--- config.mk ---
export PLATFORM = sky130hd
export DESIGN_NAME = tbu_front
export DESIGN_NICKNAME = d
export VERILOG_FILES = /design/src/tbu_pkg.sv /design/src/tbu_front.sv
export SDC_FILE = /design/constraint.sdc
export NUM_CORES = 1
export LEC_CHECK = 0
export BUFFER_PORTS_ARGS = -buffer_cell sky130_fd_sc_hd__buf_4
export CORE_MARGIN = 2
export CORE_UTILIZATION = 30
export CTS_BUF_LIST = sky130_fd_sc_hd__clkbuf_8
export DETAILED_ROUTE_END_ITERATION = 16
export PLACE_DENSITY_LB_ADDON = 0.1
export SLEW_MARGIN = 20
export SYNTH_ARGS = -nofsm -noshare
export SYNTH_HDL_FRONTEND = slang
export SYNTH_SLANG_ARGS = --single-unit
--- constraint.sdc ---
create_clock -name clock -period 16.1 [get_ports clock]
set_input_delay 1.61 -clock clock [delete_from_list [all_inputs] [get_ports clock]]
set_output_delay 1.61 -clock clock [all_outputs]
set_load 0.02 [all_outputs]
--- src/tbu_pkg.sv ---
`timescale 1ns / 1ps
`default_nettype none
package tbu_pkg;

   // magnitudes are cut down to this many bits before squaring
   localparam int NORM_BITS = 30;
   // deltas of fields wider than this are floored down so the products stay in range
   localparam int MAX_DELTA_BITS = 24;

   typedef struct packed {
      logic full;
      logic empty;
   } q_stat_type;

endpackage
`default_nettype wire

--- src/tbu_front.sv ---
`timescale 1ns / 1ps
`default_nettype none
module tbu_front #(
   parameter int COORD_BITS    = 16,
   parameter int UV_BITS       = 16
) (
   input  wire logic                        clock,
   input  wire logic                        reset,
   input  wire logic                        req_tvalid,
   output logic                             req_tready,
   input  wire logic [3*COORD_BITS+2*UV_BITS-1:0] req_fields,
   input  wire tbu_pkg::q_stat_type         q_stat,
   output logic                             q_push,
   output logic [6*(COORD_BITS+1-((COORD_BITS > tbu_pkg::MAX_DELTA_BITS) ?
                 (COORD_BITS - tbu_pkg::MAX_DELTA_BITS) : 0)) +
                 4*(UV_BITS+1-((UV_BITS > tbu_pkg::MAX_DELTA_BITS) ?
                 (UV_BITS - tbu_pkg::MAX_DELTA_BITS) : 0))-1:0] q_data
);
   localparam int PS  = (COORD_BITS > tbu_pkg::MAX_DELTA_BITS) ?
                        (COORD_BITS - tbu_pkg::MAX_DELTA_BITS) : 0;
   localparam int TS  = (UV_BITS > tbu_pkg::MAX_DELTA_BITS) ?
                        (UV_BITS - tbu_pkg::MAX_DELTA_BITS) : 0;
   localparam int PDW = COORD_BITS + 1 - PS;
   localparam int TDW = UV_BITS + 1 - TS;

   logic [1:0] count_ff, count_in;
   logic signed [COORD_BITS-1:0] pos_ff [2][3];
   logic signed [UV_BITS-1:0]    tex_ff [2][2];
   logic signed [COORD_BITS-1:0] pos_w [3];
   logic signed [UV_BITS-1:0]    tex_w [2];
   logic signed [COORD_BITS:0]   pdiff1 [3];
   logic signed [COORD_BITS:0]   pdiff2 [3];
   logic signed [UV_BITS:0]      tdiff1 [2];
   logic signed [UV_BITS:0]      tdiff2 [2];
   logic accept;
   logic third;

   always_comb begin
      for (int i = 0; i < 3; i++) begin
         pos_w[i] = req_fields[i*COORD_BITS +: COORD_BITS];
      end
      for (int i = 0; i < 2; i++) begin
         tex_w[i] = req_fields[3*COORD_BITS + i*UV_BITS +: UV_BITS];
      end
   end

   assign third      = (count_ff >= 2'd2);
   assign req_tready = !third || !q_stat.full;
   assign accept     = req_tvalid && req_tready;
   assign q_push     = accept && third;

   always_comb begin
      count_in = count_ff;
      if (accept) begin
         count_in = third ? 2'd0 : count_ff + 2'd1;
      end
   end

   always_ff @(posedge clock) begin
      if (reset) begin
         count_ff <= 2'd0;
      end else begin
         count_ff <= count_in;
      end
   end

   // corner store, no reset: always written before it is read
   always_ff @(posedge clock) begin
      if (accept && !third) begin
         pos_ff[count_ff[0]] <= pos_w;
         tex_ff[count_ff[0]] <= tex_w;
      end
   end

   // deltas against the first corner, floored when the fields are wide
   always_comb begin
      for (int i = 0; i < 3; i++) begin
         pdiff1[i] = (COORD_BITS+1)'(pos_ff[1][i]) - (COORD_BITS+1)'(pos_ff[0][i]);
         pdiff2[i] = (COORD_BITS+1)'(pos_w[i]) - (COORD_BITS+1)'(pos_ff[0][i]);
      end
      for (int i = 0; i < 2; i++) begin
         tdiff1[i] = (UV_BITS+1)'(tex_ff[1][i]) - (UV_BITS+1)'(tex_ff[0][i]);
         tdiff2[i] = (UV_BITS+1)'(tex_w[i]) - (UV_BITS+1)'(tex_ff[0][i]);
      end
      for (int i = 0; i < 3; i++) begin
         q_data[i*PDW +: PDW]     = PDW'(pdiff1[i] >>> PS);
         q_data[(3+i)*PDW +: PDW] = PDW'(pdiff2[i] >>> PS);
      end
      q_data[6*PDW +: TDW]         = TDW'(tdiff1[0] >>> TS);
      q_data[6*PDW + TDW +: TDW]   = TDW'(tdiff1[1] >>> TS);
      q_data[6*PDW + 2*TDW +: TDW] = TDW'(tdiff2[0] >>> TS);
      q_data[6*PDW + 3*TDW +: TDW] = TDW'(tdiff2[1] >>> TS);
   end

endmodule
`default_nettype wire

==> results of run 1 <==
how the worst min path moves through the flow:
stage / startpoint / to / slack (ns)
2_1_floorplan: count_ff[0] / count_ff[0] / 0.47
3_3_place_gp: count_ff[0] / count_ff[0] / 0.53
3_5_place_dp: count_ff[0] / count_ff[0] / 0.53
4_1_cts: count_ff[0] / count_ff[0] / 0.54
5_1_grt: count_ff[0] / count_ff[0] / 0.57
6_report: count_ff[0] / count_ff[0] / 0.54
placed cells by master (no fill, tap or decap), types with 4 or more instances in the layout:
cell and instances:
nand2_1 70, nor4_1 5, a21oi_1 98, o311ai_0 6
clkinvlp_4 5, a21o_1 38, o2111ai_1 9, nand2b_1 20
or3_1 5, nand3_1 17, a211oi_1 16, nand4_1 8
o21bai_1 15, o31a_1 6, a211o_1 8, inv_1 157
a2111oi_0 5, mux2i_1 4, o211ai_1 13, o21ai_0 68
nor2b_1 31, xor2_1 35, edfxtp_1 160, fa_1 10
xnor2_1 78, nor3_1 26, clkbuf_8 17, o21a_1 28
o2bb2ai_1 5, and2_1 4, buf_4 258, o22ai_1 4
ha_1 160, o31ai_1 5, and3_1 14, a21boi_0 13
nor2_1 106, a31oi_1 19
sequential cells by signal (all words and copies together), names as in the netlist:
signal,flops
pos_ff,96
tex_ff,64
count_ff,2
per-stage QoR:
stage	instance area, um^2	hold WS (ns)	util	std cells	setup WS (ns)
6_report	16000	0.541	0.372	2197	10.40
5_1_grt	16000	0.565	0.372	2197	10.17
4_1_cts	16000	0.544	0.372	2197	10.32
3_5_place_dp	15600	0.530	0.363	2165	10.32
3_3_place_gp	15600	0.528	0.363	2165	10.25
2_1_floorplan	13000	0.472	-	1339	8.04
critical path, stage by stage:
cell      delay [ns]
buf_4           0.09
inv_1           0.04
ha_1            0.22
fa_1            0.40
nor2b_1         0.12
o21ai_0         0.11
a21boi_0        0.46
o21ai_0         0.33
o21ai_0         0.36
xor2_1          0.18
buf_4           0.16
power by group through the flow:
stage	clock network, mW	registers [mW]	logic, mW
floorplan	0	0.509	0.415
global placement	0	0.507	0.669
detailed placement	0	0.507	0.670
CTS	0.321	0.498	0.674
global route	0.333	0.500	0.727
finish	0.303	0.497	0.665
cells by family after synthesis:
kind of cell               count (synthesis)  synth area share
AOI/OAI and AO/OA                        392             0.206
xor gates and xnor gates                 113            0.0763
adders and majority gates                170             0.170
buffers and inverters                    174            0.0504
DFF                                      162             0.373
muxes                                      4           0.00309
and+or+nand+nor                          324             0.121
synthesized netlist by cell type (20+ instances only):
cell      count  share of area
edfxtp_1    160           0.37
ha_1        160           0.15
inv_1       157          0.045
nor2_1      106          0.031
a21oi_1      98          0.038
xnor2_1      78          0.053
nand2_1      70          0.020
o21ai_0      68          0.026
a21o_1       38          0.022
xor2_1       35          0.024
nor2b_1      31          0.015
o21a_1       28          0.016
nor3_1       26          0.010
nand2b_1     20         0.0096
metal layers:
metal | routed length [um] | vias to the layer above
met2 | 16100 | 205
met4 | 916 | 4
met1 | 16500 | 4882
li1 | - | 5431
met5 | 22 | -
met3 | 2130 | 45
final cells by class:
cell class / count / area [um^2]
fill: 4400 / 26900
multi-input combinational: 1003 / 7480
sequential: 162 / 4840
timing repair buffer: 258 / 1940
tap: 585 / 732
inverter: 157 / 589
clock buffer: 17 / 234
clock inverter: 15 / 141
==> metrics.txt, run 1 <==
sequential-to-total area share from yosys stat=0.373; core region area=0.0429 mm^2; Max VDD drop=53.6 uV; Setup crit start=req_fields[64]; Int Power=0.899 mW; Setup TNS Final=0 ns; Critical Path RT=14.49 ns; P per Cell Area=91.8 mW/mm^2; total of max-cap violations=0; die area=0.0449 mm^2; # DRC=0; buffers added on ports=255; via count=10.6k; number of global-route vias before repair=10.3k; Wirelength per Cell=16.2 um; Die Wd=212 um; Reg clk slew, reported paths=0.09 ns; die height=212 um; reg2reg start=count_ff[1]; worst-margin pin slew=0.956 ns; Rows=76; met2 Track Usage GR=0.251; number of nets with antenna violations after routing=0; Global Route Usage Sum=0.160; status=complete, no violations; Slew headroom=0.346; Routed WL=35600 um; worst r2r dst=pos_ff[1][21]; largest net degree at the start of global routing=62; placed wire-length estimate=28500 um; first-pass GRT wire length=54600 um; GPL Wtd Cong=0.801; post-CTS setup buffers=0; Critical Path Fanout Max=4; Yosys warnings=0; Setup Skew=0.0126 ns; maximum root-to-sink buffer count=2; Psw=0.567 mW; CTS tree=done; met3 usage=0.0495; fin crit share=0.354; post-synthesis cell area=0.0130 mm^2; drt via density=4.81; sw frac=0.387; syn_nets=1594; GRT busiest layer=met2; Post-synth EDFFs=160; initial antenna violation count=2; reg2reg path depth=3; clock power share=0.207; Avg Cell Area, Syn=9.69 um^2; CTS Root Cell=clkbuf_8; FF-to-FF setup slack=13.96 ns; Synth async-reset ratio=0; fin. max-slew vios=0; Worst EP arrival=4.09 ns; RSZ-0062 raised after global routing=false; Hold Crit Depth=2; number of DRC markers in iteration 0=521; H-Tree Level Count=4; LEAKAGE=7.06 nW; Overflow after GRT=0; layout cells sized above 1=0.190; n_diodes=0; Hold Path Class=flop to flop; DRT Pass-1 Iters=5; ys flop type=edfxtp_1; Final Net Count=1854; Synth-to-Final Area Change=23.0%; clock sinks=162; crit path launch type=primary input; post-cts gate resize count=0; Clk Latency, worst-skew pair=0.55 ns; Fmax=175 MHz; CTS Buf Count=17; power share of the combinational group=0.454; cts hold-fix bufs=0; crit path kind=primary input to output pin; synth unique cells=66; Initial Util=0.302; Setup crit end=q_data[167]; final hold vios=0; Flop pwr share=0.339; total power=1.47 mW; Setup violations, final=0; Syn Inst Count=1339; met1 GRT Util=0.203; Worst setup EP type=output pin; Final min period=5.70 ns; I/O pin count=257; #FFs+latches synth=162
Power figures use the tool's default switching activity.
==> run 2: changes to the inputs <==
--- a/config.mk
+++ b/config.mk
@@ -5,6 +5,7 @@
 export SDC_FILE = /design/constraint.sdc
 export NUM_CORES = 1
 export LEC_CHECK = 0
+export ABC_AREA = 1
 export BUFFER_PORTS_ARGS = -buffer_cell sky130_fd_sc_hd__buf_4
 export CORE_MARGIN = 2
 export CORE_UTILIZATION = 30
==> constraint.sdc (replaced) <==
create_clock -name clock -period 5.6 [get_ports clock]
set_input_delay 0.56 -clock clock [delete_from_list [all_inputs] [get_ports clock]]
set_output_delay 0.56 -clock clock [all_outputs]
set_load 0.02 [all_outputs]
==> run 2 against run 1 <==
Register-to-register slack lost 11 ns. Clock-buffer cell count did not move. Power rose to 2.9 times the previous value. Sequential share of layout area decreased by 3.8 points. Core utilization decreased by 0.59 points. First-iteration DRC count rose by 6.9%. Non-clock buffer count grew 1.
==> metrics.txt, run 2 <==
status=complete, no violations (unchanged); post-synth top area share=0.320 (was 0.370); Die Wd=228 um (was 212 um); Slew headroom=0.415 (was 0.346); clock sinks=162 (unchanged); pre-CTS setup slack=2.74 ns (was 10.32 ns); Final Net Count=2801 (was 1854); maximum root-to-sink buffer count=2 (unchanged); power share of the combinational group=0.456 (was 0.454); Post-synth EDFFs=160 (unchanged); placed wire-length estimate=34200 um (was 28500 um); CTS Root Cell=clkbuf_8 (unchanged); Rows=82 (was 76); initial antenna violation count=1 (was 2); sw frac=0.404 (was 0.387); Flop pwr share=0.336 (was 0.339); RSZ-0062 raised after global routing=false (unchanged); worst-margin pin slew=0.874 ns (was 0.956 ns); GPL Wtd Cong=0.843 (was 0.801); number of nets with antenna violations after routing=0 (unchanged); clock power share=0.208 (was 0.207); DRT Pass-1 Iters=5 (unchanged); via count=13.6k (was 10.6k); H-Tree Level Count=4 (unchanged); total of max-cap violations=0 (unchanged); P per Cell Area=233 mW/mm^2 (was 91.8 mW/mm^2); Avg Cell Area, Syn=6.63 um^2 (was 9.69 um^2); Inst Count DP=3199 (was 2165); Wirelength per Cell=12.4 um (was 16.2 um); fin. max-slew vios=0 (unchanged); crit path kind=flop to output pin (was primary input to output pin); number of DRC markers in iteration 0=557 (was 521); Global Route Usage Sum=0.158 (was 0.160); Synth-to-Final Area Change=21.3% (was 23.0%); Placed Area=0.0178 mm^2 (was 0.0156 mm^2); CTS Buf Count=17 (unchanged); Design Area, Final=0.0182 mm^2 (was 0.0160 mm^2); crit path launch type=flop (was primary input); final setup margin=2.51 ns (was 10.40 ns); Max VDD drop=125 uV (was 53.6 uV); post-CTS setup buffers=0 (unchanged); Reg clk slew, reported paths=0.10 ns (was 0.09 ns); #FFs+latches synth=162 (unchanged); first-pass GRT wire length=66000 um (was 54600 um); I/O pin count=257 (unchanged); Int Power=2.53 mW (was 0.899 mW); hold_ws=0.200 ns (was 0.541 ns); area occupied by multi-input gates=0.00805 mm^2 (was 0.00748 mm^2); register area=0.00484 mm^2 (unchanged); Worst EP arrival=2.53 ns (was 4.09 ns); most frequent cells in the layout=940 x nand2_1, 575 x inv_1, 259 x buf_4 (was 258 x buf_4, 160 x ha_1, 160 x edfxtp_1); cts hold-fix bufs=0 (unchanged); LEAKAGE=10.8 nW (was 7.06 nW); sequential-to-total area share from yosys stat=0.322 (was 0.373); # DRC=0 (unchanged); n_diodes=0 (unchanged); Initial Util=0.302 (about the same); most common cell after layout, fill and taps aside=nand2_1 (was buf_4); Clk Latency, worst-skew pair=0.51 ns (was 0.55 ns); area leader, netlist=edfxtp_1 (unchanged); Yosys warnings=0 (unchanged); final cell count without fillers=3231 (was 2197); Synth async-reset ratio=0 (unchanged); syn_nets=2523 (was 1594); fin crit share=0.552; Syn Inst Count=2268 (was 1339); die area=0.0519 mm^2 (was 0.0449 mm^2); post-synthesis cell area=0.0150 mm^2 (was 0.0130 mm^2); CTS tree=done (unchanged); final hold vios=0 (unchanged); Worst setup EP type=output pin (unchanged); Synth area leaders=edfxtp_1 32%, nand2_1 23%, inv_1 14%, ha_1 13%, nand3_1 3.8% (was edfxtp_1 37%, ha_1 15%, xnor2_1 5.3%, inv_1 4.5%, a21oi_1 3.8%); final-layout fill cell count=5395 (was 4400); reg2reg path depth=2 (was 3); Fmax=324 MHz; Overflow after GRT=0 (unchanged); Setup Skew=0.0229 ns (was 0.0126 ns); Setup violations, final=0 (unchanged); most common cell in the netlist=nand2_1; fin util=0.366 (was 0.372); max reg flops=96 (unchanged); largest net degree at the start of global routing=44 (was 62); die height=228 um (was 212 um); Hold Path Class=primary input to flop (was flop to flop); synth unique cells=14 (was 66); Setup TNS Final=0 ns (unchanged); post-cts gate resize count=0 (unchanged); ys flop type=edfxtp_1 (unchanged); drt via density=4.22 (was 4.81); number of global-route vias before repair=13.3k (was 10.3k); Critical Path Fanout Max=3 (was 4); Routed WL=40200 um (was 35600 um); Final min period=3.09 ns; core region area=0.0498 mm^2 (was 0.0429 mm^2); Critical Path RT=5.04 ns (was 14.49 ns); Hold Crit Depth=2 (unchanged); total power=4.25 mW (was 1.47 mW); layout cells sized above 1=0.116 (was 0.190); buffers added on ports=255 (unchanged); Synth top cells by count=940 x nand2_1, 574 x inv_1, 160 x edfxtp_1, 160 x ha_1, 115 x nand3_1 (was 160 x edfxtp_1, 160 x ha_1, 157 x inv_1, 106 x nor2_1, 98 x a21oi_1); Psw=1.72 mW (was 0.567 mW)
## run 2: changes by cell type after synthesis, sizes merged, moves of 28 or more
cell,change
nor2,-30
xnor2,-54
o21a,-28
a21o,-38
inv,+417
nand2,+874
nand3,+98
o21ai,-74
nor2b,-32
## run 2: final cells by class
class,count,area share
repair buffers,259,0.107
flip-flops and latches,162,0.266
multi-input cells,1532,0.442
clock inverters,15,0.00865
well taps,672,0.0461
clock buffers,17,0.0128
inverters,574,0.118
## run 2: power groups by stage
stage | Sequential, mW | Combinational (mW) | Clock (mW)
finish | 1.43 | 1.94 | 0.884
detailed placement | 1.46 | 1.97 | 0
global route | 1.44 | 2.17 | 0.970
floorplan | 1.46 | 1.23 | 0
CTS | 1.43 | 1.97 | 0.924
global placement | 1.46 | 1.96 | 0
## run 2: worst max-delay path, stage by stage (launching register included)
cell	delay [ns]
edfxtp_1	0.41
ha_1	0.24
fa_1	0.42
inv_1	0.07
nand2_1	0.05
nand2_1	0.15
nand3_1	0.10
nand2_1	0.15
nand2_1	0.09
nand2_1	0.06
nand2_1	0.04
nand2_1	0.10
buf_4	0.15
## run 2: path summary, 6_finish.rpt
check                                    from            end  slack (ns)
worst max-delay path            pos_ff[0][16]     q_data[84]        2.51
worst min-delay path                    reset    count_ff[0]        0.20
worst max register to register    count_ff[1]  pos_ff[0][30]        3.43
worst min register to register    count_ff[0]    count_ff[0]        0.52
## run 2: kinds of logic (layout without fill, tap and decap cells)
group	count (synthesis)	in the layout	synth area share
AND/OR/NAND/NOR	1190	1190	0.313
buffers and inverters	574	865	0.143
adder cells (fa/ha/maj)	170	170	0.146
flip-flops	162	162	0.322
AO/OA/AOI/OAI	102	102	0.0340
XOR/XNOR	70	70	0.0408
## run 2: routing by layer
layer  GRT usage  share of wire
met1       0.204           0.48
met2       0.270           0.47
met3      0.0265          0.039
met4      0.0461          0.015
met5           0        0.00032
