`config.mk`:
```
export PLATFORM = sky130hd
export DESIGN_NAME = tbu_queue
export DESIGN_NICKNAME = d
export VERILOG_FILES = /design/src/tbu_pkg.sv /design/src/tbu_queue.sv
export SDC_FILE = /design/constraint.sdc
export NUM_CORES = 1
export LEC_CHECK = 0
export ABC_AREA = 1
export BUFFER_PORTS_ARGS = -buffer_cell sky130_fd_sc_hd__buf_2
export CAP_MARGIN = 5
export CORE_MARGIN = 3
export CORE_UTILIZATION = 30
export CTS_CLUSTER_SIZE = 8
export DETAILED_ROUTE_END_ITERATION = 16
export PLACE_DENSITY = 0.59
export SYNTH_ARGS = -nofsm -noshare
export SYNTH_HDL_FRONTEND = slang
export SYNTH_SLANG_ARGS = --single-unit
export TNS_END_PERCENT = 20
```
`constraint.sdc`:
```
create_clock -name clock -period 3.8 [get_ports clock]
set_clock_uncertainty 0.1 [all_clocks]
set_input_delay 0.38 -clock clock [delete_from_list [all_inputs] [get_ports clock]]
set_output_delay 0.38 -clock clock [all_outputs]
set_load 0.005 [all_outputs]
```
`src/tbu_pkg.sv`:
```
`timescale 1ns / 1ps
`default_nettype none
package tbu_pkg;

   // magnitudes are cut down to this many bits before squaring
   localparam int NORM_BITS = 30;
   // deltas of fields wider than this are floored down so the products stay in range
   localparam int MAX_DELTA_BITS = 24;

   typedef struct packed {
      logic full;
      logic empty;
   } q_stat_type;

endpackage
`default_nettype wire

```
`src/tbu_queue.sv`:
```
`timescale 1ns / 1ps
`default_nettype none
module tbu_queue #(
   parameter int WIDTH = 8
) (
   input  wire logic             clock,
   input  wire logic             reset,
   input  wire logic             push,
   input  wire logic [WIDTH-1:0] push_data,
   input  wire logic             pop,
   output logic [WIDTH-1:0]      pop_data,
   output tbu_pkg::q_stat_type   stat
);
   logic [WIDTH-1:0] entry_ff [2];
   logic wr_ff, wr_in, rd_ff, rd_in;
   logic [1:0] fill_ff, fill_in;

   assign stat.full  = (fill_ff == 2'd2);
   assign stat.empty = (fill_ff == 2'd0);
   assign pop_data   = entry_ff[rd_ff];

   always_comb begin
      wr_in   = push ? !wr_ff : wr_ff;
      rd_in   = pop ? !rd_ff : rd_ff;
      fill_in = fill_ff + {1'b0, push} - {1'b0, pop};
   end

   always_ff @(posedge clock) begin
      if (reset) begin
         wr_ff   <= 1'b0;
         rd_ff   <= 1'b0;
         fill_ff <= 2'd0;
      end else begin
         wr_ff   <= wr_in;
         rd_ff   <= rd_in;
         fill_ff <= fill_in;
      end
   end

   always_ff @(posedge clock) begin
      if (push) begin
         entry_ff[wr_ff] <= push_data;
      end
   end

endmodule
`default_nettype wire

```
==> results of run 1 <==
## cell families after synthesis
family          Yosys count
flops                    21
simple gates             14
buf+inv                   9
mux                       8
fa+ha+maj                 2
compound gates            1
xor+xnor                  1
## routing by layer
layer  routed length [µm]  GRT usage  vias to the layer above
li1                     -          -                      238
met1                  516     0.0868                      214
met2                  638      0.140                       19
met3                  108     0.0439                        0
met4                    0    0.00971                        0
met5                    0          0                        -
## sequential cells by signal (all words and copies together), names as in the netlist, named ones only
| name | flops |
|---|---|
| entry_ff | 16 |
| fill_ff | 2 |
| rd_ff | 1 |
| wr_ff | 1 |
## placed cells by master (no fill, tap or decap), drive strengths merged
master and instances:
nor3 1, a21oi 1, nand3 1, ha 2
buf 21, dfxtp 5, nor2 8, nand2 4
clkinv 1, edfxtp 16, clkbuf 3, xnor2 1
inv 8, mux2 8
## worst max-delay path: cells and delay by family, from the launching register on
kind,cells,cell delay [ps]
buf+inv,1,130
mux,1,340
flops,1,660
## through the flow
step	cells	setup slack [ps]	instance area (µm²)	utilization
after floorplan	56	2560	836	-
after global placement	106	2220	967	0.377
after detailed placement	106	2200	967	0.377
after CTS	110	1850	995	0.387
after global routing	110	1800	995	0.387
final	110	1900	995	0.387
## cell usage after synthesis
| cell type | count | area (µm²) |
|---|---|---|
| a21oi_1 | 1 | 5.00 |
| buf_6 | 1 | 11.3 |
| dfxtp_1 | 5 | 100 |
| edfxtp_1 | 16 | 480 |
| ha_1 | 2 | 25.0 |
| inv_1 | 8 | 30.0 |
| mux2_4 | 8 | 120 |
| nand2_1 | 4 | 15.0 |
| nand3_1 | 1 | 5.00 |
| nor2_1 | 8 | 30.0 |
| nor3_1 | 1 | 5.00 |
| xnor2_1 | 1 | 8.76 |
## final timing paths
path                                                 end                from
worst min register to register        wr_ff$_SDFFE_PP0P_  wr_ff$_SDFFE_PP0P_
worst max register to register  entry_ff[0][4]$_DFFE_PP_  wr_ff$_SDFFE_PP0P_
worst max-delay path                         pop_data[0]           flip-flop
worst min-delay path            entry_ff[1][4]$_DFFE_PP_        push_data[4]
## cell type report
| type | instances | share of cell area |
|---|---|---|
| Sequential cell | 21 | 0.584 |
| Multi-Input combinational cell | 26 | 0.215 |
| Timing Repair Buffer | 21 | 0.106 |
| Tap cell | 30 | 0.0377 |
| Inverter | 8 | 0.0302 |
| Clock buffer | 3 | 0.0226 |
| Clock inverter | 1 | 0.00503 |
## power groups by stage
| stage | registers (mW) | clock network, mW | logic, mW |
|---|---|---|---|
| 6_report | 0.274 | 0.102 | 0.0631 |
| 5_1_grt | 0.276 | 0.117 | 0.0724 |
| 4_1_cts | 0.274 | 0.109 | 0.0646 |
| 3_5_place_dp | 0.279 | 0 | 0.0643 |
| 3_3_place_gp | 0.278 | 0 | 0.0616 |
| 2_1_floorplan | 0.273 | 0 | 0.0447 |
==> results by group, run 1 <==
Placed design
  • DP HPWL: 930 µm
  • Placer Congestion: 0.664
  • PortBufs: 21

Cells and area
  • Layout cell share with drive strength beyond 1: 0.413
  • Register Area: 581 µm²
  • Number of fill cells in the layout: 252
  • Layout net count: 95
  • Multi-input combinational cell area: 214 µm²
  • Antenna Diode Count: 0
  • Area Overhead vs Synth: 19.0%

Floorplan
  • Die W: 58.8 µm
  • Starting density of the core: 0.326
  • Die area: 3460 µm²
  • Boundary pin count: 22
  • Core Rows: 18
  • Area of the core: 2570 µm²
  • Die H: 58.8 µm

Status
  • Status: finished, final reports clean

Timing
  • Fin. max-slew vios: 0
  • Period utilisation layout: 0.500
  • Slew HR: 0.545
  • Final setup viols: 0
  • FMAX: 526 MHz
  • Fin Setup TNS: 0 ps
  • Min Hold Slack: 168 ps
  • Slew at the pin closest to its max-slew limit: 680 ps
  • Hold Vio Cnt, Final: 0
  • Unrepaired setup endpoints after global routing: false
  • Crit path time final: 1900 ps

Synthesis
  • Compound-Gate Fraction of Synth Area: 0.00599
  • Post-synthesis adder-cell area fraction: 0.0299
  • Library cells used by synthesis: 12
  • Sequential element share of the synthesized area: 0.695
  • Yosys warning count: 0
  • Synth Area in XOR/XNOR: 0.0105
  • Largest family of logic cells by synthesized area: multiplexers
  • Mean Syn Cell Area: 14.9 µm²
  • Mux contribution to synthesized area: 0.144
  • #FFs+latches synth: 21
  • Mapped Nets: 70
  • Synth Cell Area: 836 µm²
  • Post-Syn Instances: 56
  • Post-Synth Simple-Gate Area: 0.0659

Worst hold path
  • Hold Path Class: in2reg
  • Min-Delay Path Depth: 1

Clock network
  • CTS Buf Count: 3
  • CTS tree: yes
  • Clock Sinks: 21
  • CTS Hold Bufs: 0
  • Maximum root-to-sink buffer count: 2
  • H-Tree Depth: 1
  • # resized after CTS: 0
  • Clk root buf: clkbuf_4
  • Clk slew on worst S/H paths: 110 ps
  • # Post-CTS Setup Buffers: 0
  • Clock Latency Late Sink: 290 ps

Pwr
  • Power Total: 0.438 mW
  • Max rail drop VDD: 0.207 mV
  • Sw power: 0.100 mW
  • Leakage: 0.440 nW
  • Pwr/cell area: 441 nW/µm²
  • Part of the power in registers: 0.624
  • Sw frac: 0.228
  • Power Internal: 0.338 mW
  • Clock group share of total power: 0.232
  • Logic gate share of total power: 0.144

Global route
  • Global-route wire length before repair: 2010 µm
  • Remaining Overflow, GRT: 0
  • Initial antenna violation count: 0
  • Vias in the first global route: 484
  • Pin count of the biggest net entering global routing: 13
  • Total Routing Usage GR: 0.0800

Worst setup path
  • WS Path Type: reg2out
  • Critical Path Slowest Stage Cell: dfxtp_1
  • Max FO, Critical Path: 8
  • Critical Path AT: 1420 ps
  • WP data required: 3320 ps
  • Cells on worst reg2reg path: 1
  • Slowest Stage Delay on Critical Path: 660 ps
  • Crit path capture type: primary output
  • Critical path, cell by cell: mux2_4 > buf_2
  • Reg2Reg Setup Slack: 2470 ps
  • Crit start category: flip-flop

Flow run
  • MaxCap Viol Count: 0

Route
  • Drt first pass iters: 2
  • Total wire length: 1260 µm
  • Final routed DRC violation total: 0
  • Routed len/inst: 11.5 µm
  • Via count: 471
  • Remaining antenna violation count: 0
  • Vias/cell: 4.28
  • DRT iter0 DRCs: 2
No activity file was read; power rests on OpenSTA's default activity.
==> inputs of run 2 (changes only) <==
--- a/config.mk
+++ b/config.mk
@@ -12,7 +12,7 @@
 export CORE_UTILIZATION = 30
 export CTS_CLUSTER_SIZE = 8
 export DETAILED_ROUTE_END_ITERATION = 16
-export PLACE_DENSITY = 0.59
+export PLACE_DENSITY = 0.61
 export SYNTH_ARGS = -nofsm -noshare
 export SYNTH_HDL_FRONTEND = slang
 export SYNTH_SLANG_ARGS = --single-unit
==> constraint.sdc (replaced) <==
create_clock -name clock -period 1.7 [get_ports clock]
set_clock_uncertainty 0.1 [all_clocks]
set_input_delay 0.17 -clock clock [delete_from_list [all_inputs] [get_ports clock]]
set_output_delay 0.17 -clock clock [all_outputs]
set_load 0.005 [all_outputs]
==> results by group, run 2 (synthesis gave the netlist of run 1 again) <==
Cells and area
  • Layout cell share with drive strength beyond 1: 0.374
  • Number of fill cells in the layout: 262
  • Antenna Diode Count: 0
  • Layout net count: 106
  • Commonest cells after routing, fill and taps aside: 21 x buf_2, 16 x edfxtp_1, 9 x dlygate4sd3_1
  • Most common library cell in the layout ignoring fill and taps: buf_2
  • Max FFs per register: 16
  • Area Overhead vs Synth: 31.4%
  • Reg with most FFs: entry_ff
  • Top flop regs: entry_ff: 16 flops, fill_ff: 2 flops

Flow run
  • MaxCap Viol Count: 0

Timing
  • Crit path time final: 1510 ps
  • Period utilisation layout: 0.888
  • Slew at the pin closest to its max-slew limit: 357 ps
  • Min Hold Slack: 70.9 ps
  • Fin. max-slew vios: 0
  • Fin Setup TNS: 0 ps
  • FMAX: 662 MHz
  • Hold Vio Cnt, Final: 0
  • Final setup viols: 0
  • Unrepaired setup endpoints after global routing: false
  • Slew HR: 0.761

Route
  • Routed len/inst: 11.7 µm
  • Final routed DRC violation total: 0
  • Total wire length: 1420 µm
  • Remaining antenna violation count: 0
  • Vias/cell: 4.32
  • Via count: 523
  • DRT iter0 DRCs: 19
  • Drt first pass iters: 5

Global route
  • Vias in the first global route: 567
  • Total Routing Usage GR: 0.0898
  • GR Layer Usage met2: 0.170
  • Global-route wire length before repair: 2270 µm
  • Pin count of the biggest net entering global routing: 12
  • Met1 GRT Util: 0.0888
  • Grt peak-use layer: met2
  • M3 GR Usage: 0.0263
  • Initial antenna violation count: 0
  • Remaining Overflow, GRT: 0

Worst setup path
  • Crit start category: flip-flop
  • Critical path, cell by cell: buf_4 > mux2_4 > buf_2
  • Critical Path Slowest Stage Cell: dfxtp_1
  • Critical Path AT: 1240 ps
  • Crit path max-delay family: flip-flops
  • WS Path Type: reg2out
  • Crit path capture type: primary output
  • Max FO, Critical Path: 8
  • WP data required: 1430 ps
  • WP buf/inv: 2
  • Slowest Stage Delay on Critical Path: 320 ps

Floorplan
  • Core Rows: 18
  • Area of the core: 2570 µm²
  • Die W: 58.8 µm
  • Die H: 58.8 µm
  • Boundary pin count: 22
  • Starting density of the core: 0.326
  • Die area: 3460 µm²

Status
  • Status: finished, final reports clean

Placed design
  • DP HPWL: 1030 µm
  • PortBufs: 21

Clock network
  • Clk root buf: clkbuf_4
  • H-Tree Depth: 1
  • CTS tree: yes
  • Maximum root-to-sink buffer count: 2
  • CTS Buf Count: 3
  • Clk slew on worst S/H paths: 100 ps
  • Clock Latency Late Sink: 290 ps
  • Clock Sinks: 21

Pwr
  • Max rail drop VDD: 0.608 mV
  • Pwr/cell area: 914 nW/µm²
  • Leakage: 0.485 nW

Worst hold path
  • Hold Path Class: in2reg
## run 2: worst register-to-register path, cell delays in order, from the launching register on
cell and delay [ps]:
dfxtp_1 370, inv_1 50, ha_1 260, inv_1 40, ha_1 190, a21oi_1 130, nor2_1 70
## run 2: per-layer routing
metal	vias up	part of all wire
met4	0	0
met5	-	0
li1	257	-
met3	0	0.066
met2	20	0.54
met1	246	0.40
## run 2: cell type report
| cell class | instances | area, µm² | share of cell area |
|---|---|---|---|
| Clock buffer | 4 | 26.3 | 0.0239 |
| Inverter | 8 | 30.0 | 0.0273 |
| Multi-Input combinational cell | 26 | 214 | 0.195 |
| Sequential cell | 21 | 581 | 0.528 |
| Tap cell | 30 | 37.5 | 0.0342 |
| Timing Repair Buffer | 32 | 210 | 0.191 |
## run 2: stage by stage
step	util	area [µm²]	setup WS (ps)	total power, mW	std cells
CTS	0.428	1100	174	1.02	121
floorplan	-	836	510	0.711	56
global route	0.428	1100	101	1.07	121
global placement	0.383	982	495	0.764	108
detailed placement	0.383	982	405	0.778	108
finish	0.428	1100	190	1.00	121
## run 2: worst paths after layout
| kind | depth (start not counted) | end | slack (ps) | start |
|---|---|---|---|---|
| max | 3 | pop_data[5] | 190 | flip-flop |
| min | 3 | rd_ff$_SDFFE_PP0P_ | 70 | pop |
| max reg2reg | 6 | fill_ff[1]$_SDFF_PP0_ | 390 | fill_ff[0]$_SDFF_PP0_ |
| min reg2reg | 2 | rd_ff$_SDFFE_PP0P_ | 430 | rd_ff$_SDFFE_PP0P_ |
## run 2: power by group
group	total, mW	leakage, nW	internal [mW]	switching [mW]
logic	0.177	0.278	0.0983	0.0791
clock network	0.225	0.0150	0.0911	0.134
registers	0.602	0.192	0.589	0.0135
total	1.00	0.485	0.778	0.226
## run 2: what timing repair did
item,4_1_cts,5_1_grt
hold buffers,9,0
setup buffers,0,0
endpoints found under the hold margin,20,0
gates resized for setup,0,0
==> inputs of run 3 (changes only) <==
--- a/config.mk
+++ b/config.mk
@@ -9,10 +9,11 @@
 export BUFFER_PORTS_ARGS = -buffer_cell sky130_fd_sc_hd__buf_2
 export CAP_MARGIN = 5
 export CORE_MARGIN = 3
-export CORE_UTILIZATION = 30
+export CORE_UTILIZATION = 44
 export CTS_CLUSTER_SIZE = 8
 export DETAILED_ROUTE_END_ITERATION = 16
-export PLACE_DENSITY = 0.61
+export PLACE_DENSITY = 0.8
+export REMOVE_ABC_BUFFERS = 1
 export SYNTH_ARGS = -nofsm -noshare
 export SYNTH_HDL_FRONTEND = slang
 export SYNTH_SLANG_ARGS = --single-unit
==> results by group, run 3 (synthesis gave the netlist of run 1 again) <==
Placed design
  • Placer Congestion: 0.640
  • Placed Cells: 103
  • DP HPWL: 956 µm
  • PortBufs: 21

Floorplan
  • Core Rows: 15
  • Die area: 2460 µm²
  • Die W: 49.6 µm
  • Starting density of the core: 0.474
  • Boundary pin count: 22
  • Die H: 49.6 µm
  • Area of the core: 1760 µm²

Global route
  • Initial antenna violation count: 0
  • Pin count of the biggest net entering global routing: 12
  • Remaining Overflow, GRT: 0
  • Vias in the first global route: 554
  • Total Routing Usage GR: 0.125
  • Global-route wire length before repair: 2300 µm

Clock network
  • H-Tree Depth: 1
  • Clock Latency Late Sink: 290 ps
  • CTS tree: yes
  • Clk root buf: clkbuf_4
  • Clock Sinks: 21
  • Clk slew on worst S/H paths: 110 ps
  • CTS Buf Count: 3
  • # Post-CTS Setup Buffers: 0
  • Maximum root-to-sink buffer count: 2

Worst setup path
  • Worst Setup EP: pop_data[2]
  • Reg2Reg Setup Slack: 410 ps
  • Crit start category: flip-flop
  • Max FO, Critical Path: 8
  • RR Endpoint: fill_ff[1]$_SDFF_PP0_
  • Crit path capture type: primary output
  • WS Path Type: reg2out
  • Cells on worst reg2reg path: 7
  • Reg-to-Reg Start: fill_ff[0]$_SDFF_PP0_
  • WP data required: 1430 ps
  • Critical Path AT: 1270 ps

Worst hold path
  • Hold Path Class: in2reg
  • Hold_sp: pop

Timing
  • Slew HR: 0.764
  • FMAX: 651 MHz
  • Period utilisation layout: 0.903
  • Final setup viols: 0
  • Hold Vio Cnt, Final: 0
  • Min Hold Slack: 61.1 ps
  • Fin. max-slew vios: 0
  • Unrepaired setup endpoints after global routing: false
  • Crit path time final: 1540 ps
  • Fin Setup TNS: 0 ps
  • Slew at the pin closest to its max-slew limit: 353 ps

Route
  • Total wire length: 1370 µm
  • Remaining antenna violation count: 0
  • Via count: 527
  • Final routed DRC violation total: 0
  • Routed len/inst: 11.8 µm
  • Drt first pass iters: 4
  • DRT iter0 DRCs: 11
  • Vias/cell: 4.54

Cells and area
  • Most common library cell in the layout ignoring fill and taps: buf_2
  • Reg with most FFs: entry_ff
  • Layout cell share with drive strength beyond 1: 0.374
  • Finished Layout Cells: 116
  • Commonest cells after routing, fill and taps aside: 21 x buf_2, 16 x edfxtp_1, 9 x dlygate4sd3_1
  • Layout net count: 106
  • Antenna Diode Count: 0
  • Top flop regs: entry_ff: 16 flops, fill_ff: 2 flops
  • Area Overhead vs Synth: 30.7%
  • Max FFs per register: 16

Pwr
  • Pwr/cell area: 920 nW/µm²
  • Max rail drop VDD: 0.590 mV
  • Part of the power in registers: 0.600
  • Power Total: 1.00 mW
  • Logic gate share of total power: 0.174
  • Clock group share of total power: 0.226
  • Sw power: 0.227 mW
  • Leakage: 0.485 nW
  • Sw frac: 0.226
  • Power Internal: 0.778 mW

Flow run
  • MaxCap Viol Count: 0

Status
  • Status: finished, final reports clean
[run 3: cell counts in the layout (fill, tap and decap cells not counted)]
Identical to the previous run, type by type.
[run 3: worst min path at each step]
stage	depth (start not counted)	slack [ps]	to
2_1_floorplan	1	140	fill_ff[0]$_SDFF_PP0_
6_report	3	60	flip-flop
3_5_place_dp	1	260	entry_ff[1][1]$_DFFE_PP_
4_1_cts	3	60	flip-flop
3_3_place_gp	1	260	entry_ff[1][1]$_DFFE_PP_
5_1_grt	3	70	wr_ff$_SDFFE_PP0P_
[run 3: what timing repair did]
item / in CTS / in global routing
hold buffers: 9 / 0
hold endpoints to repair: 20 / 0
gates resized for setup: 0 / 0
[run 3: power groups by stage]
| stage | clock [mW] | combinational (mW) | sequential (mW) |
|---|---|---|---|
| 2_1_floorplan | 0 | 0.0875 | 0.618 |
| 3_3_place_gp | 0 | 0.152 | 0.611 |
| 3_5_place_dp | 0 | 0.161 | 0.614 |
| 4_1_cts | 0.235 | 0.177 | 0.603 |
| 5_1_grt | 0.251 | 0.195 | 0.608 |
| 6_report | 0.227 | 0.175 | 0.603 |
[run 3: layout make-up]
cell class	count	area, µm²
clock buffers	4	26.3
fillers	163	672
inverters	8	30.0
multi-input cells	26	214
flip-flops and latches	21	581
well taps	25	31.3
repair buffers	32	210
[run 3: metal layers]
layer	vias up	track usage	routed length, µm
met5	-	0	0
li1	261	-	-
met3	4	0.0332	81
met4	0	0.0553	15
met1	243	0.129	541
met2	19	0.231	729
[run 3: worst max-delay path, stage by stage (launching register included)]
cell and delay [ps]:
dfxtp_1 330, buf_4 200, mux2_4 320, buf_2 120
[run 3: stage by stage]
stage,util,worst slack [ps],cell area [µm²]
after global routing,0.619,120,1090
after floorplan,-,510,825
after CTS,0.619,152,1090
final,0.619,165,1090
after global placement,0.553,496,976
after detailed placement,0.553,422,976
