`config.mk`:
```
export PLATFORM = sky130hd
export DESIGN_NAME = tbu_back
export DESIGN_NICKNAME = d
export VERILOG_FILES = /design/src/tbu_pkg.sv /design/src/tbu_back.sv
export SDC_FILE = /design/constraint.sdc
export NUM_CORES = 2
export LEC_CHECK = 0
export BUFFER_PORTS_ARGS = -buffer_cell sky130_fd_sc_hd__clkbuf_2
export CAP_MARGIN = 5
export CELL_PAD_IN_SITES_DETAIL_PLACEMENT = 2
export CELL_PAD_IN_SITES_GLOBAL_PLACEMENT = 2
export CORE_ASPECT_RATIO = 2
export CORE_MARGIN = 2
export CORE_UTILIZATION = 39
export CTS_CLUSTER_DIAMETER = 50
export DETAILED_ROUTE_END_ITERATION = 16
export PLACE_DENSITY = 0.89
export REMOVE_ABC_BUFFERS = 1
export SLEW_MARGIN = 20
export SYNTH_ARGS = -nofsm -noshare
export SYNTH_HDL_FRONTEND = slang
export SYNTH_SLANG_ARGS = --single-unit
```
`constraint.sdc`:
```
create_clock -name clock -period 9.4 [get_ports clock]
set_clock_uncertainty 0.2 [all_clocks]
set_input_delay 0.47 -clock clock [delete_from_list [all_inputs] [get_ports clock]]
set_output_delay 0.47 -clock clock [all_outputs]
set_load 0.02 [all_outputs]
```
`src/tbu_pkg.sv`:
```
`timescale 1ns / 1ps
`default_nettype none
package tbu_pkg;

   // magnitudes are cut down to this many bits before squaring
   localparam int NORM_BITS = 30;
   // deltas of fields wider than this are floored down so the products stay in range
   localparam int MAX_DELTA_BITS = 24;

   typedef struct packed {
      logic full;
      logic empty;
   } q_stat_type;

endpackage
`default_nettype wire

```
`src/tbu_back.sv`:
```
`timescale 1ns / 1ps
`default_nettype none
module tbu_back #(
   parameter int COORD_BITS    = 16,
   parameter int UV_BITS       = 16,
   parameter int OUT_FRAC_BITS = 14
) (
   input  wire logic                        clock,
   input  wire logic                        reset,
   input  wire tbu_pkg::q_stat_type         q_stat,
   input  wire logic [6*(COORD_BITS+1-((COORD_BITS > tbu_pkg::MAX_DELTA_BITS) ?
                 (COORD_BITS - tbu_pkg::MAX_DELTA_BITS) : 0)) +
                 4*(UV_BITS+1-((UV_BITS > tbu_pkg::MAX_DELTA_BITS) ?
                 (UV_BITS - tbu_pkg::MAX_DELTA_BITS) : 0))-1:0] q_data,
   output logic                             q_pop,
   output logic                             rsp_tvalid,
   input  wire logic                        rsp_tready,
   output logic [6*(OUT_FRAC_BITS+2)-1:0]   rsp_fields,
   output logic                             rsp_flag
);
   localparam int PS   = (COORD_BITS > tbu_pkg::MAX_DELTA_BITS) ?
                         (COORD_BITS - tbu_pkg::MAX_DELTA_BITS) : 0;
   localparam int TS   = (UV_BITS > tbu_pkg::MAX_DELTA_BITS) ?
                         (UV_BITS - tbu_pkg::MAX_DELTA_BITS) : 0;
   localparam int PDW  = COORD_BITS + 1 - PS;
   localparam int TDW  = UV_BITS + 1 - TS;
   localparam int OPW  = (PDW > TDW) ? PDW : TDW;
   localparam int RW   = 2*OPW + 1;
   localparam int NORM = tbu_pkg::NORM_BITS;
   localparam int MWX  = (RW > NORM) ? RW : NORM;
   localparam int SQW  = 2*NORM + 2;
   localparam int BW   = SQW + 1;
   localparam int LENW = NORM + 1;
   localparam int QB   = OUT_FRAC_BITS + 1;
   localparam int DVW  = LENW + QB;
   localparam int OW   = OUT_FRAC_BITS + 2;
   localparam int DCW  = $clog2(QB + 1);

   typedef enum logic [7:0] {
      S_IDLE  = 8'b0000_0001,
      S_MUL   = 8'b0000_0010,
      S_DRAIN = 8'b0000_0100,
      S_LOAD  = 8'b0000_1000,
      S_SCALE = 8'b0001_0000,
      S_SQ    = 8'b0010_0000,
      S_ROOT  = 8'b0100_0000,
      S_DIV   = 8'b1000_0000
   } state_type;

   state_type state_ff;
   logic out_pend_ff;

   logic signed [PDW-1:0] dp1_ff [3];
   logic signed [PDW-1:0] dp2_ff [3];
   logic signed [TDW-1:0] du1_ff, dv1_ff, du2_ff, dv2_ff;

   logic [3:0] k_ff, kd_ff;
   logic pv_ff;
   logic signed [OPW-1:0] opa, opb;
   logic signed [2*OPW-1:0] prod_ff;
   logic signed [RW-1:0] acc_ff;
   logic signed [RW-1:0] res_ff [7];

   logic vsel_ff;
   logic signed [RW-1:0] comp [3];
   logic [MWX-1:0] mag_ff [3];
   logic neg_ff [3];
   logic [MWX-1:0] mag_or;

   logic [1:0] j_ff;
   logic [NORM-1:0] sqa;
   logic [2*NORM-1:0] sq_ff;
   logic [SQW-1:0] sum_ff;
   logic [BW-1:0] root_ff, bit_ff, trial;

   logic [1:0] ci_ff;
   logic [DCW-1:0] dcnt_ff;
   logic [DVW-1:0] rem_ff, dvs_ff;
   logic [QB-1:0] q_ff, qn, qs;
   logic qbit;
   logic [LENW-1:0] len;
   logic [NORM-1:0] mag_sel;
   logic sign_sel;
   logic [OW-1:0] outv_ff [6];
   logic deg_ff;

   assign q_pop = (state_ff == S_IDLE) && !q_stat.empty && !out_pend_ff;

   // product schedule: three tangent, three bitangent, then the determinant
   always_comb begin
      opa = '0;
      opb = '0;
      unique case (k_ff[3:1])
         3'd0, 3'd1, 3'd2: begin
            opa = k_ff[0] ? OPW'(dp2_ff[k_ff[2:1]]) : OPW'(dp1_ff[k_ff[2:1]]);
            opb = k_ff[0] ? OPW'(dv1_ff) : OPW'(dv2_ff);
         end
         3'd3, 3'd4, 3'd5: begin
            opa = k_ff[0] ? OPW'(dp1_ff[2'(k_ff[3:1] - 3'd3)])
                          : OPW'(dp2_ff[2'(k_ff[3:1] - 3'd3)]);
            opb = k_ff[0] ? OPW'(du2_ff) : OPW'(du1_ff);
         end
         3'd6: begin
            opa = k_ff[0] ? OPW'(dv1_ff) : OPW'(du1_ff);
            opb = k_ff[0] ? OPW'(du2_ff) : OPW'(dv2_ff);
         end
         default: begin
            opa = '0;
            opb = '0;
         end
      endcase
   end

   always_comb begin
      for (int i = 0; i < 3; i++) begin
         comp[i] = vsel_ff ? res_ff[3+i] : res_ff[i];
      end
      mag_or = mag_ff[0] | mag_ff[1] | mag_ff[2];
      unique case (j_ff)
         2'd0:    sqa = mag_ff[0][NORM-1:0];
         2'd1:    sqa = mag_ff[1][NORM-1:0];
         2'd2:    sqa = mag_ff[2][NORM-1:0];
         default: sqa = '0;
      endcase
      unique case (ci_ff)
         2'd0:    begin mag_sel = mag_ff[0][NORM-1:0]; sign_sel = neg_ff[0]; end
         2'd1:    begin mag_sel = mag_ff[1][NORM-1:0]; sign_sel = neg_ff[1]; end
         2'd2:    begin mag_sel = mag_ff[2][NORM-1:0]; sign_sel = neg_ff[2]; end
         default: begin mag_sel = '0; sign_sel = 1'b0; end
      endcase
      trial = root_ff + bit_ff;
      len   = root_ff[LENW-1:0];
      qbit  = (rem_ff >= dvs_ff);
      qn    = {q_ff[QB-2:0], qbit};
      qs    = (qn > (QB'(1) << OUT_FRAC_BITS)) ? (QB'(1) << OUT_FRAC_BITS) : qn;
   end

   always_ff @(posedge clock) begin
      if (reset) begin
         state_ff    <= S_IDLE;
         pv_ff       <= 1'b0;
         out_pend_ff <= 1'b0;
         rsp_tvalid  <= 1'b0;
         deg_ff      <= 1'b0;
      end else begin
         pv_ff <= (state_ff == S_MUL);
         if (rsp_tvalid && rsp_tready) begin
            rsp_tvalid <= 1'b0;
         end
         if (out_pend_ff && (!rsp_tvalid || rsp_tready)) begin
            rsp_tvalid  <= 1'b1;
            out_pend_ff <= 1'b0;
            deg_ff      <= 1'b0;
         end
         unique case (state_ff)
            S_IDLE: begin
               if (q_pop) begin
                  state_ff <= S_MUL;
               end
            end
            S_MUL: begin
               if (k_ff == 4'd13) begin
                  state_ff <= S_DRAIN;
               end
            end
            S_DRAIN: begin
               state_ff <= S_LOAD;
            end
            S_LOAD: begin
               if (res_ff[6] == '0) begin
                  deg_ff      <= 1'b1;
                  out_pend_ff <= 1'b1;
                  state_ff    <= S_IDLE;
               end else begin
                  state_ff <= S_SCALE;
               end
            end
            S_SCALE: begin
               if ((mag_or >> NORM) == '0) begin
                  state_ff <= S_SQ;
               end
            end
            S_SQ: begin
               if (j_ff == 2'd3) begin
                  state_ff <= S_ROOT;
               end
            end
            S_ROOT: begin
               if (bit_ff[0]) begin
                  state_ff <= S_DIV;
               end
            end
            S_DIV: begin
               if (len == '0) begin
                  deg_ff      <= 1'b1;
                  out_pend_ff <= 1'b1;
                  state_ff    <= S_IDLE;
               end else if (dcnt_ff == DCW'(QB-1) && ci_ff == 2'd2) begin
                  if (vsel_ff) begin
                     out_pend_ff <= 1'b1;
                     state_ff    <= S_IDLE;
                  end else begin
                     state_ff <= S_LOAD;
                  end
               end
            end
            default: state_ff <= S_IDLE;
         endcase
      end
   end

   // datapath registers
   always_ff @(posedge clock) begin
      if (q_pop) begin
         for (int i = 0; i < 3; i++) begin
            dp1_ff[i] <= q_data[i*PDW +: PDW];
            dp2_ff[i] <= q_data[(3+i)*PDW +: PDW];
         end
         du1_ff  <= q_data[6*PDW +: TDW];
         dv1_ff  <= q_data[6*PDW + TDW +: TDW];
         du2_ff  <= q_data[6*PDW + 2*TDW +: TDW];
         dv2_ff  <= q_data[6*PDW + 3*TDW +: TDW];
         k_ff    <= 4'd0;
         vsel_ff <= 1'b0;
      end
      if (state_ff == S_MUL) begin
         prod_ff <= opa * opb;
         kd_ff   <= k_ff;
         k_ff    <= k_ff + 4'd1;
      end
      // pair of products: first one held, second subtracted and shifted in
      if (pv_ff) begin
         if (!kd_ff[0]) begin
            acc_ff <= RW'(prod_ff);
         end else begin
            for (int i = 0; i < 6; i++) begin
               res_ff[i] <= res_ff[i+1];
            end
            res_ff[6] <= acc_ff - RW'(prod_ff);
         end
      end
      if (state_ff == S_LOAD) begin
         for (int i = 0; i < 3; i++) begin
            mag_ff[i] <= MWX'(unsigned'(comp[i] < 0 ? -comp[i] : comp[i]));
            neg_ff[i] <= (comp[i] < 0) ^ (res_ff[6] < 0);
         end
      end
      if (state_ff == S_SCALE) begin
         if ((mag_or >> NORM) != '0) begin
            for (int i = 0; i < 3; i++) begin
               mag_ff[i] <= mag_ff[i] >> 1;
            end
         end else begin
            j_ff   <= 2'd0;
            sum_ff <= '0;
         end
      end
      if (state_ff == S_SQ) begin
         sq_ff <= sqa * sqa;
         j_ff  <= j_ff + 2'd1;
         if (j_ff != 2'd0) begin
            sum_ff <= sum_ff + SQW'(sq_ff);
         end
         if (j_ff == 2'd3) begin
            root_ff <= '0;
            bit_ff  <= BW'(1) << (BW-1);
         end
      end
      // one result bit of the square root per cycle
      if (state_ff == S_ROOT) begin
         if ({1'b0, sum_ff} >= trial) begin
            sum_ff  <= SQW'({1'b0, sum_ff} - trial);
            root_ff <= (root_ff >> 1) + bit_ff;
         end else begin
            root_ff <= root_ff >> 1;
         end
         bit_ff <= bit_ff >> 2;
         ci_ff  <= 2'd0;
         if (bit_ff[0]) begin
            dcnt_ff <= DCW'(QB);
         end
      end
      // restoring division, one quotient bit per cycle once a component's operands are loaded
      if (state_ff == S_DIV) begin
         if (dcnt_ff == DCW'(QB)) begin
            if (root_ff != '0 || bit_ff == '0) begin
               rem_ff  <= DVW'({mag_sel, OUT_FRAC_BITS'(0)}) + DVW'(len >> 1);
               dvs_ff  <= DVW'(len) << (QB-1);
               q_ff    <= '0;
               dcnt_ff <= '0;
            end
         end else begin
            if (qbit) begin
               rem_ff <= rem_ff - dvs_ff;
            end
            dvs_ff  <= dvs_ff >> 1;
            q_ff    <= qn;
            dcnt_ff <= dcnt_ff + DCW'(1);
         end
         // the last step finishes a component and primes the next one
         if (dcnt_ff == DCW'(QB-1)) begin
            for (int i = 0; i < 5; i++) begin
               outv_ff[i] <= outv_ff[i+1];
            end
            outv_ff[5] <= sign_sel ? OW'(-OW'(qs)) : OW'(qs);
            ci_ff      <= ci_ff + 2'd1;
            dcnt_ff    <= DCW'(QB);
            if (ci_ff == 2'd2) begin
               vsel_ff <= 1'b1;
            end
         end
      end
      if (out_pend_ff && (!rsp_tvalid || rsp_tready)) begin
         for (int i = 0; i < 6; i++) begin
            rsp_fields[i*OW +: OW] <= deg_ff ? '0 : outv_ff[i];
         end
         rsp_flag <= deg_ff;
      end
   end

endmodule
`default_nettype wire

```
==> results of run 1 <==
-- cell families after synthesis --
logic type | synth area share [%]
AO/OA/AOI/OAI | 11.63
XOR/XNOR | 4.655
adder cells (fa/ha/maj) | 28.49
buffers and inverters | 6.790
flip-flops | 33.86
multiplexers | 2.565
AND/OR/NAND/NOR | 12.02
-- per-stage QoR --
step	TNS, ns	worst slack (ns)	instance area, µm²	hold WS [ns]	util, %
after floorplan	-81.62	-1.473	96570	0.2180	-
after global placement	-4.494	-0.8271	108400	0.2218	43.34
after detailed placement	-13.44	-1.301	108400	0.2369	43.35
after CTS	-0.9441	-0.2522	115400	0.02706	46.14
-- timing repair --
| action | 4_1_cts |
|---|---|
| hold endpoints to repair | 179 |
| setup buffers | 34 |
| endpoints found under the setup margin | 34 |
| resized for setup | 223 |
| hold buffers | 173 |
| cloned | 1 |
| pin swaps | 81 |
-- metal layers --
| metal | global-route usage [%] | overflow |
|---|---|---|
| met2 | 80.19 | 12 |
| met5 | 21.56 | 0 |
| met4 | 63.86 | 15 |
| met1 | 52.58 | 0 |
| met3 | 39.69 | 1 |
==> results by group, run 1 <==
Synthesis
  • Netlist cell types: 89
  • Synth area leaders: edfxtp_1 (32%), fa_1 (20%), ha_1 (8.1%)
  • Number of enable flip-flop cells after synthesis: 1049
  • Synth Instances: 9595
  • Area leader, netlist: edfxtp_1
  • Ys async rst share: 0%
  • Mapped Avg Cell Area: 10.21 µm²
  • Yosys top cell area share: 32.14%
  • Flops & latches, synth: 1133
  • Post-Syn Area: 0.09800 mm²
  • Synth cell count leaders: inv_1 (1384), edfxtp_1 (1049), fa_1 (997)
  • Ys Warns: 0
  • Most common cell in the netlist: inv_1
  • Sequential-to-total area share from yosys stat: 33.86%
  • Most used DFF post-synth: edfxtp_1

Clock tree
  • Cts bufs inserted: 120
  • CTS Buffer Depth: 3
  • Htree depth: 3
  • Clock Root Buffer: clkbuf_16
  • Clock Sinks: 1133

Status
  • Outcome: stopped before the end
  • Error: [ERROR GRT-0232] Routing congestion too high. Check the congestion heatmap in the GUI.
  • Exit stage: global routing (5_1_grt)

Place
  • Placed instance count: 13.55k
  • DP HPWL: 381.2 mm
  • I/O Buffers: 272
  • GP Congestion: 1.036

Floorplan
  • Die Wd: 358.5 µm
  • Rows: 260
  • Starting Density: 39.17%
  • Die height: 712.9 µm
  • IO Pins: 274

GRT
  • Largest net degree at the start of global routing: 198
  • Grt total ovfl: 28
  • Tot GR Track Use: 58.48%
==> inputs of run 2 (changes only) <==
--- a/config.mk
+++ b/config.mk
@@ -7,14 +7,10 @@
 export LEC_CHECK = 0
 export BUFFER_PORTS_ARGS = -buffer_cell sky130_fd_sc_hd__clkbuf_2
 export CAP_MARGIN = 5
-export CELL_PAD_IN_SITES_DETAIL_PLACEMENT = 2
-export CELL_PAD_IN_SITES_GLOBAL_PLACEMENT = 2
-export CORE_ASPECT_RATIO = 2
 export CORE_MARGIN = 2
-export CORE_UTILIZATION = 39
-export CTS_CLUSTER_DIAMETER = 50
+export CORE_UTILIZATION = 40
 export DETAILED_ROUTE_END_ITERATION = 16
-export PLACE_DENSITY = 0.89
+export PLACE_DENSITY_LB_ADDON = 0.15
 export REMOVE_ABC_BUFFERS = 1
 export SLEW_MARGIN = 20
 export SYNTH_ARGS = -nofsm -noshare
==> constraint.sdc (replaced) <==
create_clock -name clock -period 12.2 [get_ports clock]
set_clock_uncertainty 0.2 [all_clocks]
set_input_delay 0.61 -clock clock [delete_from_list [all_inputs] [get_ports clock]]
set_output_delay 0.61 -clock clock [all_outputs]
set_load 0.02 [all_outputs]
==> results by group, run 2 <==
Clock tree
  • Clock Sinks: 1133 (unchanged)
  • Post-CTS Setup Inserts: 0 (-100%)
  • Clock Root Buffer: clkbuf_16
  • Clock Latency Late Sink: 0.85 ns
  • CTS Buffer Depth: 3 (unchanged)
  • Htree depth: 4 (+1)
  • # resized after CTS: 0 (-100%)
  • TritonCTS clock tree: yes
  • Cts bufs inserted: 135 (+13%)
  • Clk pin slew, worst setup/hold paths: 0.06 ns

Setup path
  • Critical path endpoint category: flop
  • Worst flop-to-flop path startpoint: j_ff[1]$_SDFFCE_PN0P_
  • CP Max Fanout: 18
  • WS Path Type: flop to flop
  • R2R depth: 37
  • Crit path DAT: 11.37 ns
  • Worst path slowest cell: ha_1
  • Crit path largest cell delay: 0.65 ns
  • WP data required: 12.61 ns
  • CP dominant cell by count: fa_1
  • CP Launch Point: j_ff[1]$_SDFFCE_PN0P_
  • Critical Path Start Type: flop

Synthesis
  • Ys async rst share: 0% (unchanged)
  • Synth Instances: 9595 (unchanged)
  • Post-Syn Area: 0.09800 mm² (unchanged)
  • Synth area leaders: edfxtp_1 (32%), fa_1 (20%), ha_1 (8.1%)
  • Synth cell count leaders: inv_1 (1384), edfxtp_1 (1049), fa_1 (997)
  • Netlist cell types: 89 (unchanged)
  • Sequential-to-total area share from yosys stat: 33.86% (unchanged)
  • Number of enable flip-flop cells after synthesis: 1049 (unchanged)
  • Mapped Avg Cell Area: 10.21 µm² (unchanged)
  • Yosys top cell area share: 32.14% (unchanged)
  • Most used DFF post-synth: edfxtp_1
  • Most common cell in the netlist: inv_1
  • Flops & latches, synth: 1133 (unchanged)
  • Area leader, netlist: edfxtp_1
  • Ys Warns: 0 (unchanged)

STA
  • Final Hold Violating Endpoints: 0
  • Period utilization: 89.82%
  • Final slew viol count: 0
  • Worst-Margin Slew: 1.296 ns
  • Fin crit period: 10.96 ns
  • FMAX: 91.25 MHz
  • Unrepaired setup endpoints after global routing: no
  • Max-slew headroom: 13.58%
  • Final setup fails: 0
  • Final TNS setup: 0 ns

GRT
  • Grt total ovfl: 0
  • Met1 GRT Util: 33.41%
  • Met3 usage: 3.418%
  • Initial antenna violation count: 5
  • GRT busiest layer: met2
  • Vias in the first global route: 72.76k
  • Met2 GRT Util: 37.11%
  • Tot GR Track Use: 23.43%
  • First-pass GRT wire length: 448.1 mm
  • Largest net degree at the start of global routing: 200

Worst hold path
  • Hold WC Path Type: input port to flop
  • Hold Crit Depth: 4
  • Hold Startpoint: q_stat[0]

Routing
  • DR vias: 71.50k
  • Routed vias/inst: 5.379
  • Final ANT Viol Nets: 0
  • Remaining DRCs: 0
  • Routed WL: 294.4 mm
  • DR pass1 iterations: 9
  • Routed WL per cell: 22.15 µm
  • Iteration-0 DRC count of the detailed router: 6048

Place
  • GP Congestion: 0.9496 (-8.4%)
  • I/O Buffers: 272 (unchanged)
  • DP HPWL: 230.2 mm (-40%)

Floorplan
  • Rows: 181 (-30%)
  • Die Wd: 499.0 µm (+39%)
  • Core Region: 0.2435 mm²
  • Full die area: 0.2490 mm²
  • Die height: 499.0 µm (-30%)
  • IO Pins: 274 (unchanged)
  • Starting Density: 40.25% (+1.1 points)

Layout
  • Layout cell share with drive strength beyond 1: 8.021%
  • Most common library cell in the layout ignoring fill and taps: inv_1
  • Largest regs: res_ff x245, mag_ff x105
  • Register Area: 0.03319 mm²
  • Fill count: 22.96k
  • Area Growth Syn to Fin: 11.96%
  • Fin nets: 11.79k
  • Max reg flops: 245
  • Multi-input gate area: 0.05830 mm²
  • Top reg by flops: res_ff
  • Most frequent cells in the layout: inv_1 (1382), edfxtp_1 (1049), fa_1 (997), nand2_1 (916), nor2_1 (764)

Status
  • Outcome: complete, no violations

Run
  • Max-Cap Viols: 0
==> run 2: per-layer routing <==
metal	share of wire, %	routed length (µm)
met2	45	133800
met5	0.0044	13
met3	6.2	18210
met4	2.8	8190
met1	46	134200
==> run 2: what timing repair did <==
item                                   in CTS  in global routing
setup endpoints to repair                   0                  0
hold buffers                              173                  0
endpoints found under the hold margin     173                  0
==> run 2: final cells by class <==
class | count | area share (%)
Multi-Input combinational cell | 6706 | 53.13
Sequential cell | 1133 | 30.25
Inverter | 1391 | 4.763
Timing Repair Buffer | 611 | 4.007
Tap cell | 3202 | 3.651
Clock buffer | 162 | 3.226
Clock inverter | 83 | 0.9658
Antenna cell | 3 | 0.006842
==> run 2: worst max-delay path, delay by kind of cell (launching register included) <==
family / cells / cell delay [ns]
adder cells (fa/ha/maj): 10 / 5.10
AO/OA/AOI/OAI: 11 / 2.41
buffers and inverters: 11 / 1.71
AND/OR/NAND/NOR: 5 / 0.87
flip-flops: 1 / 0.43
==> run 2: path summary, 6_finish.rpt <==
check | end | slack [ns]
min reg2reg | res_ff[1][8]$_DFFE_PP_ | 0.23
min | state_ff[0]$_SDFFE_PP1P_ | 0.22
max reg2reg | sq_ff[57]$_DFFE_PP_ | 1.24
max | sq_ff[57]$_DFFE_PP_ | 1.24
==> run 2: stage by stage <==
step / instances / hold slack, ns / worst slack (ns) / area [µm²] / util (%)
after floorplan: 9230 / 0.2180 / 1.328 / 96570 / -
after global placement: 12870 / 0.2209 / 1.467 / 103300 / 42.44
after detailed placement: 12870 / 0.2237 / 1.357 / 103300 / 42.44
after CTS: 13280 / 0.1733 / 1.386 / 109600 / 45.04
after global routing: 13290 / 0.2362 / 0.6455 / 109700 / 45.07
final: 13290 / 0.2182 / 1.241 / 109700 / 45.07
==> run 2: logic make-up (layout without fill, tap and decap cells) <==
logic type / count (synthesis) / count (layout) / share of synthesized area [%]
compound gates: 1762 / 1762 / 11.63
flops: 1133 / 1133 / 33.86
simple gates: 2584 / 2584 / 12.02
xor+xnor: 520 / 520 / 4.655
buf+inv: 1756 / 2247 / 6.790
other cells: 0 / 3 / 0
fa+ha+maj: 1633 / 1633 / 28.49
mux: 207 / 207 / 2.565
Power of run 2 is not shown: default switching activity piles up to over one toggle a cycle in this logic, so the estimate is an artifact.
